### src/hdl/mod_pattern_cell_decoder_defines.svh
// Assertion helpers shared by the pattern cell decoder RTL.
`ifndef MOD_PATTERN_CELL_DECODER_DEFINES_SVH
`define MOD_PATTERN_CELL_DECODER_DEFINES_SVH

// Check a property on every rising clock edge outside reset.
`define MPCD_ASSERT(label, prop, msg) \
   label: assert property (@(posedge clock) disable iff (reset) (prop)) else $error(msg);

// Check a property on every rising clock edge, reset included.
`define MPCD_ASSERT_ALWAYS(label, prop, msg) \
   label: assert property (@(posedge clock) (prop)) else $error(msg);

`endif

### src/hdl/mpcd_pkg.sv
`timescale 1ns / 1ps
`default_nettype none

package mpcd_pkg;

   // Period table geometry.
   localparam int TABLE_ENTRIES = 96;
   localparam int IDX_W = (TABLE_ENTRIES > 1) ? $clog2(TABLE_ENTRIES) : 1;

   // Field widths.
   localparam int NOTE_W   = 7;
   localparam int INDEX_W  = 7;
   localparam int PERIOD_W = 12;
   localparam int FMT_W    = 3;

   // File format codes.
   localparam logic [FMT_W-1:0] FMT_STANDARD   = 3'd0;
   localparam logic [FMT_W-1:0] FMT_STREK4     = 3'd1;
   localparam logic [FMT_W-1:0] FMT_STREK8     = 3'd2;
   localparam logic [FMT_W-1:0] FMT_MULTICHAN  = 3'd3;
   localparam logic [FMT_W-1:0] FMT_NTRACK     = 3'd4;
   localparam logic [FMT_W-1:0] FMT_NTRACK_SPC = 3'd5;

   // Input item kinds.
   localparam logic KIND_LOAD   = 1'b0;
   localparam logic KIND_DECODE = 1'b1;

   // Effect command codes.
   localparam logic [3:0] FX_NONE       = 4'h0;
   localparam logic [3:0] FX_PORTA_UP   = 4'h1;
   localparam logic [3:0] FX_PORTA_DOWN = 4'h2;
   localparam logic [3:0] FX_TONE_PORTA = 4'h3;
   localparam logic [3:0] FX_VIBRATO    = 4'h4;
   localparam logic [3:0] FX_TONE_VOL   = 4'h5;
   localparam logic [3:0] FX_VIB_VOL    = 4'h6;
   localparam logic [3:0] FX_VOL_SLIDE  = 4'hA;
   localparam logic [3:0] FX_VOLUME     = 4'hC;
   localparam logic [3:0] FX_BREAK      = 4'hD;
   localparam logic [3:0] FX_EXTENDED   = 4'hE;
   localparam logic [3:0] FX_SPEED      = 4'hF;

   // Parameter limits and empty extended sub-commands.
   localparam logic [7:0] VOLUME_MAX   = 8'd64;
   localparam logic [7:0] SPEED_MAX    = 8'h1F;
   localparam logic [7:0] EXT_FINE_UP  = 8'h10;
   localparam logic [7:0] EXT_FINE_DN  = 8'h20;
   localparam logic [7:0] EXT_FVOL_UP  = 8'hA0;
   localparam logic [7:0] EXT_FVOL_DN  = 8'hB0;

   typedef struct packed {
      logic [3:0] effect;
      logic [7:0] param;
   } fx_type;

   // Apply the generic effect rules, then the fixes of the file format.
   function automatic fx_type clean_effect(input logic [3:0] fx, input logic [7:0] arg,
                                           input logic [FMT_W-1:0] fmt);
      fx_type r;
      r.effect = fx;
      r.param  = arg;
      unique case (fx)
         FX_VOLUME: begin
            if (arg > VOLUME_MAX) r.param = VOLUME_MAX;
         end
         FX_PORTA_UP, FX_PORTA_DOWN, FX_VOL_SLIDE: begin
            if (arg == 8'd0) r.effect = FX_NONE;
         end
         FX_TONE_VOL: begin
            if (arg == 8'd0) r.effect = FX_TONE_PORTA;
         end
         FX_VIB_VOL: begin
            if (arg == 8'd0) r.effect = FX_VIBRATO;
         end
         FX_EXTENDED: begin
            if (arg == EXT_FINE_UP || arg == EXT_FINE_DN ||
                arg == EXT_FVOL_UP || arg == EXT_FVOL_DN) begin
               r.effect = FX_NONE;
               r.param  = 8'd0;
            end
         end
         default: ;
      endcase

      if (fmt == FMT_NTRACK || fmt == FMT_NTRACK_SPC) begin
         if (r.effect == FX_BREAK) r.param = 8'd0;
         if (r.effect == FX_SPEED && r.param == 8'd0) r.effect = FX_NONE;
      end else if (fmt == FMT_STREK4 || fmt == FMT_STREK8) begin
         if (r.effect == FX_EXTENDED) begin
            r.effect = FX_NONE;
            r.param  = 8'd0;
         end
         if (r.effect == FX_SPEED && r.param > SPEED_MAX) r.param = SPEED_MAX;
      end
      return r;
   endfunction

endpackage

`default_nettype wire

### src/hdl/mod_pattern_cell_decoder.sv
`timescale 1ns / 1ps
`default_nettype none

// Pattern cell decoder. A load word (req_kind = 0) writes one entry of the
// period table; indexes past the table end are dropped and give no response.
// A decode word (req_kind = 1) splits the 4-byte cell into instrument and
// effect, cleans the effect under the format set through csr_mod_format, and
// finds the note by walking the period table from entry 0 through the single
// table read port, one entry per cycle, against one shared 12-bit compare.
// The first entry that the cell period is at least gives note = index + 1,
// and no match gives note 0. A decode word keeps the input stalled from its
// accepting edge through the first table read (ST_FETCH) and the walk
// (ST_WALK), which examines 1 to 96 entries; the walk holds on its last
// entry for as long as an earlier response still waits in the output
// register under rsp_stall. The response then sits in an output register
// while the next word is taken. Entries must be loaded before a decode reads
// them: an unwritten entry returns an undefined note. Write csr_mod_format
// only while no word is in flight.
`include "mod_pattern_cell_decoder_defines.svh"

module mod_pattern_cell_decoder
   import mpcd_pkg::*;
(
   input  wire                 clock,
   input  wire                 reset,
   // request channel
   input  wire                 req_valid,
   output logic                req_stall,
   input  wire                 req_kind,
   input  wire  [INDEX_W-1:0]  req_table_index,
   input  wire  [PERIOD_W-1:0] req_table_period,
   input  wire  [31:0]         req_cell_word,
   // response channel
   output logic                rsp_valid,
   input  wire                 rsp_stall,
   output logic [NOTE_W-1:0]   rsp_note,
   output logic [7:0]          rsp_instrument,
   output logic [3:0]          rsp_effect,
   output logic [7:0]          rsp_effect_param,
   // configuration write channel
   input  wire                 csr_valid,
   output logic                csr_ready,
   input  wire  [FMT_W-1:0]    csr_mod_format
);

   typedef enum logic [1:0] {ST_IDLE, ST_FETCH, ST_WALK} state_type;

   localparam logic [IDX_W-1:0] LAST_IDX = IDX_W'(TABLE_ENTRIES - 1);

   state_type           state_ff, state_in;
   logic [IDX_W-1:0]    idx_ff, idx_in;
   logic [31:0]         cell_ff, cell_in;
   logic [FMT_W-1:0]    fmt_ff, fmt_in;
   logic                rsp_valid_ff, rsp_valid_in;
   logic [NOTE_W-1:0]   note_ff, note_in;
   logic [7:0]          instr_ff, instr_in;
   logic [3:0]          effect_ff, effect_in;
   logic [7:0]          param_ff, param_in;

   // period table
   logic [PERIOD_W-1:0] table_mem [TABLE_ENTRIES];
   logic [PERIOD_W-1:0] rd_data_ff;
   logic [IDX_W-1:0]    rd_addr;
   logic                tbl_we;

   logic                req_take;
   logic                decode_take;
   logic [PERIOD_W-1:0] cell_period;
   logic                match;
   logic                at_last;
   logic                advance;
   logic                finish;
   logic                rsp_load;
   fx_type              fx_clean;

   assign req_stall   = (state_ff != ST_IDLE);
   assign req_take    = req_valid && !req_stall;
   assign decode_take = req_take && (req_kind == KIND_DECODE);
   assign csr_ready   = 1'b1;

   // Cell period is the low nibble of byte 0 joined with byte 1.
   assign cell_period = {cell_ff[27:24], cell_ff[23:16]};

   // Shared compare: rd_data_ff holds the entry at idx_ff while walking.
   assign match    = (cell_period >= rd_data_ff);
   assign at_last  = (idx_ff == LAST_IDX);
   assign finish   = (state_ff == ST_WALK) && (match || at_last);
   assign advance  = (state_ff == ST_WALK) && !match && !at_last;
   assign rsp_load = finish && (!rsp_valid_ff || !rsp_stall);

   // Read ahead one entry while advancing; otherwise reread the current one.
   assign rd_addr = advance ? idx_ff + IDX_W'(1) : idx_ff;

   assign tbl_we = req_take && (req_kind == KIND_LOAD) &&
                   ({1'b0, req_table_index} < (INDEX_W + 1)'(TABLE_ENTRIES));

   assign fx_clean = clean_effect(cell_ff[11:8], cell_ff[7:0], fmt_ff);

   always_ff @(posedge clock) begin
      if (tbl_we) begin
         table_mem[req_table_index[IDX_W-1:0]] <= req_table_period;
      end
      rd_data_ff <= table_mem[rd_addr];
   end

   always_comb begin
      state_in     = state_ff;
      idx_in       = idx_ff;
      cell_in      = cell_ff;
      fmt_in       = fmt_ff;
      rsp_valid_in = rsp_valid_ff;
      note_in      = note_ff;
      instr_in     = instr_ff;
      effect_in    = effect_ff;
      param_in     = param_ff;

      if (csr_valid && csr_ready) fmt_in = csr_mod_format;

      // drop the response once the sink takes it
      if (rsp_valid_ff && !rsp_stall) rsp_valid_in = 1'b0;

      unique case (state_ff)
         ST_IDLE: begin
            if (decode_take) begin
               cell_in  = req_cell_word;
               idx_in   = '0;
               state_in = ST_FETCH;
            end
         end
         ST_FETCH: begin
            // first table read is in flight
            state_in = ST_WALK;
         end
         ST_WALK: begin
            if (advance) begin
               idx_in = idx_ff + IDX_W'(1);
            end else if (rsp_load) begin
               rsp_valid_in = 1'b1;
               note_in      = match ? NOTE_W'(int'(idx_ff) + 1) : '0;
               instr_in     = {cell_ff[31:28], cell_ff[15:12]};
               effect_in    = fx_clean.effect;
               param_in     = fx_clean.param;
               state_in     = ST_IDLE;
            end
            // otherwise hold until the output register frees up
         end
         default: state_in = ST_IDLE;
      endcase
   end

   always_ff @(posedge clock) begin
      if (reset) begin
         state_ff     <= ST_IDLE;
         idx_ff       <= '0;
         fmt_ff       <= FMT_STANDARD;
         rsp_valid_ff <= 1'b0;
      end else begin
         state_ff     <= state_in;
         idx_ff       <= idx_in;
         fmt_ff       <= fmt_in;
         rsp_valid_ff <= rsp_valid_in;
      end
      cell_ff   <= cell_in;
      note_ff   <= note_in;
      instr_ff  <= instr_in;
      effect_ff <= effect_in;
      param_ff  <= param_in;
   end

   assign rsp_valid        = rsp_valid_ff;
   assign rsp_note         = note_ff;
   assign rsp_instrument   = instr_ff;
   assign rsp_effect       = effect_ff;
   assign rsp_effect_param = param_ff;

   `MPCD_ASSERT(a_walk_in_range, (state_ff == ST_WALK) |-> (idx_ff <= LAST_IDX), "walk past end")
   `MPCD_ASSERT(a_walk_step, advance |=> (idx_ff == $past(idx_ff) + IDX_W'(1)), "walk skipped")
   `MPCD_ASSERT(a_decode_starts, decode_take |=> (state_ff == ST_FETCH), "no walk start")
   `MPCD_ASSERT(a_rsp_source, $rose(rsp_valid_ff) |-> $past(state_ff == ST_WALK), "stray rsp")
   `MPCD_ASSERT_ALWAYS(a_reset, reset |=> (state_ff == ST_IDLE && !rsp_valid_ff), "reset failed")

endmodule

`default_nettype wire
### config.mk
export PLATFORM = sky130hd
export DESIGN_NAME = mod_pattern_cell_decoder
export DESIGN_NICKNAME = d
export VERILOG_FILES = /design/src/hdl/mpcd_pkg.sv /design/src/hdl/mod_pattern_cell_decoder.sv
export VERILOG_INCLUDE_DIRS = /design/src /design/src/hdl
export SDC_FILE = /design/constraint.sdc
export NUM_CORES = 2
export LEC_CHECK = 0
export BUFFER_PORTS_ARGS = -buffer_cell sky130_fd_sc_hd__buf_2
export CAP_MARGIN = 20
export CORE_ASPECT_RATIO = 1.5
export CORE_MARGIN = 4
export CORE_UTILIZATION = 35
export DETAILED_ROUTE_END_ITERATION = 16
export PLACE_DENSITY = 0.51
export RECOVER_POWER = 25
export SLEW_MARGIN = 5
export SYNTH_ARGS = -nofsm -noshare
export SYNTH_HDL_FRONTEND = slang
export SYNTH_SLANG_ARGS = --single-unit
### constraint.sdc
create_clock -name clock -period 4.45 [get_ports clock]
set_input_delay 1.335 -clock clock [delete_from_list [all_inputs] [get_ports clock]]
set_output_delay 1.335 -clock clock [all_outputs]
set_load 0.03 [all_outputs]
==> results.md <==
* Combinational Power Share at 4.4%
* Reg clk slew, reported paths at 0.07 ns
* Layout cells sized above 1 at 20.6%
* Clock buffer depth at 3
* Die W at 323 um
* Compound-Gate Fraction of Synth Area at 9.35%
* Clk pwr share at 41.2%
* H-tree depth reported by CTS at 3
* Worst Path Buf+Inv at 3
* Area contributors post-synth: edfxtp_1 70%, mux2i_1 4.8%, mux4_2 3.4%
* Drt first pass iters at 7
* Startpoint Class: register
* Vias at 34000
* Simple-gate area share of the yosys netlist at 8.08%
* Mapped Area at 52200 um^2
* Core area at 148000 um^2
* WP data required at 5.06 ns
* Final WL at 186000 um
* Shortest period the worst path allows at 4.36 ns
* Net Sw Frac at 21.7%
* Power per cell area at 384 nW/um^2
* Post-synthesis async set-or-reset flop share at 0%
* Clk Latency, worst-skew pair at 0.75 ns
* Max incr delay on CP at 0.79 ns
* Initial antenna violation count at 9
* Max Cap Viol at 13
* Slowest cell on crit path: o21ai_1
* Power share of the sequential group at 54.4%
* Residual DRC count at 0
* Synth Net Count at 3527
* Mux share of post-synthesis cell area at 8.83%
* Sequential element share of the synthesized area at 70.6%
* R2R cell count at 14
* HPWL after DPL at 125000 um
* CTS Sinks at 1236
* GRT Overall Usage at 23.5%
* Arrival @ worst endpoint at 4.97 ns
* Die Area at 156000 um^2
* Tcrit/Tclk final at 97.9%
* Skew final at 0.0340 ns
* Buffers added on ports at 88
* Int Pwr at 18.5 mW
* Starting Density at 35.2%
* Largest net degree at the start of global routing at 97
* GPL Wtd Cong at 0.917
* Fin Setup TNS at 0 ns
* CP top delay family: compound AO/OA/AOI/OAI gates
* Synth Flop Type: edfxtp_1
* Crit-path cells: ha_1 > nand4_1 > nor4_1 > buf_4 > o31a_4 > buf_12 > nor4_4 > o21ai_1 > buf_4 > a211oi_1 > a2111oi_0 > nand2_1 > nand4_1 > o311ai_1
* Num CTS Buffers at 114
* Root buf cell: clkbuf_16
* Finish-stage setup viols at 0
* Outcome: complete, but fails checks
* Post-synth top area cell: edfxtp_1
* Crit Path Max Fanout at 10
* Iter 0 DRT Violations at 3351
* Kind of critical path: reg2reg
* Via density per instance at 5.81
* Net switching power at 5.11 mW
* Gate Count Post-Synth at 3454
* Post-synthesis xor/xnor area fraction at 0.235%
* Relative slew slack at -131%
* Inst Count DP at 5622
* Top-level port count at 90
* Worst-Margin Slew at 3.47 ns
* Netlist cell types at 85
* GRT overflow at 0
* Vias in the first global route at 33900
* Crit path depth at 14
* Worst min path class: reg2reg
* Commonest cells post-synth: 1211 x edfxtp_1, 338 x nand2_1, 249 x mux2i_1
* Area growth from synthesis to layout at 17.5%
* VDD IR max at 0.000319 V
* FMAX at 229 MHz
* First-pass GRT wire length at 259000 um
* TritonCTS clock tree: yes
* Final ANT Viol Nets at 0
* Violated checks: capacitance limit, slew limit
* Hold Fails Final Rpt at 0
* Adder-cell share of the synthesized area at 0.311%
* Final std cells w/o fill at 5856
* Hold Path Stages at 0
* Max Slew Vio Count at 711
* Std cell rows at 173
* Final Power at 23.6 mW
* Post-synth top area share at 69.6%
* Largest family of logic cells by synthesized area: compound AO/OA/AOI/OAI gates
* Layout Nets at 3903
* Wire per inst at 31.8 um
* Avg Inst Size Synth at 15.1 um^2
* Number of synthesized register bits at 1236
* Critical Path End Type: register
* Leak Pwr at 19.9 nW
* Die height at 481 um
* Top-count cell post-synth: edfxtp_1
* Post-synth EDFFs at 1211
* Synth Warn # at 0
==> power groups by stage <==
stage	Combinational [mW]	Clock (mW)	Sequential [mW]
floorplan	0.437	0	13.1
global placement	1.01	0	13.1
detailed placement	1.01	0	13.1
CTS	1.02	9.88	12.8
global route	1.09	10.4	12.8
finish	1.03	9.72	12.8
==> stage by stage <==
stage	setup WS [ns]	util, %	hold slack (ns)	cell area [um^2]
global placement	-0.106	38.8	0.400	57500
floorplan	0.767	-	0.400	52200
CTS	0.00361	41.3	0.422	61200
global route	-0.0579	41.4	0.431	61400
finish	0.0914	41.4	0.421	61400
detailed placement	-0.167	38.8	0.405	57500
==> path summary, 6_finish.rpt <==
path / startpoint / endpoint / slack [ns]
setup / recovery: cell_ff[25] / rd_data_ff[11] / 0.09
hold / removal: cell_ff[12] / rsp_instrument[0] / 0.42
setup reg to reg: cell_ff[25] / rd_data_ff[11] / 0.09
hold reg to reg: cell_ff[12] / rsp_instrument[0] / 0.42
==> cell type report <==
type	instances	area, um^2
fillers	13400	86900
flip-flops and latches	1236	36900
multi-input cells	1946	14300
repair buffers	506	4060
clock buffers	152	3100
well taps	1925	2410
clock inverters	61	518
inverters	26	97.6
diodes	4	10.0
==> per-layer routing <==
layer | up-vias | routed length [um] | global-route usage, %
li1 | 14600 | - | -
met1 | 17600 | 70200 | 28.3
met2 | 1441 | 93300 | 40.8
met3 | 395 | 10900 | 3.03
met4 | 4 | 11800 | 12.8
met5 | - | 23 | 0
==> cells by family after synthesis <==
kind of cell | Yosys count
and+or+nand+nor | 898
DFF | 1236
other | 1
AOI/OAI and AO/OA | 661
adders and majority gates | 13
muxes | 358
xor gates and xnor gates | 14
buffers and inverters | 273
==> flip-flops by register name (all words and copies together), names as in the netlist <==
register,count
rsp_instrument,8
table_mem,1152
fmt_ff,3
rd_data_ff,12
rsp_note,7
rsp_valid,1
rsp_effect_param,8
state_ff,2
cell_ff,32
idx_ff,7
rsp_effect,4
==> placed cells by master, fill, tap and decap left out, types with 57 or more instances in the layout <==
master     instances
edfxtp_1        1211
buf_4            375
nand2_1          338
mux2i_1          247
nor2_1           172
a211oi_1         154
clkbuf_16        118
nand3_1           82
mux4_2            78
a21oi_1           77
and3_1            72
nor3_1            71
nor2b_1           70
buf_2             61
o21ai_0           57
==> what timing repair did <==
item	in CTS	in global routing
gates resized for setup	4	14
pin swaps	7	5
cloned	1	2
setup buffers	7	7
setup endpoints to repair	5	10
hold buffers	0	0
Power figures use the tool's default switching activity.
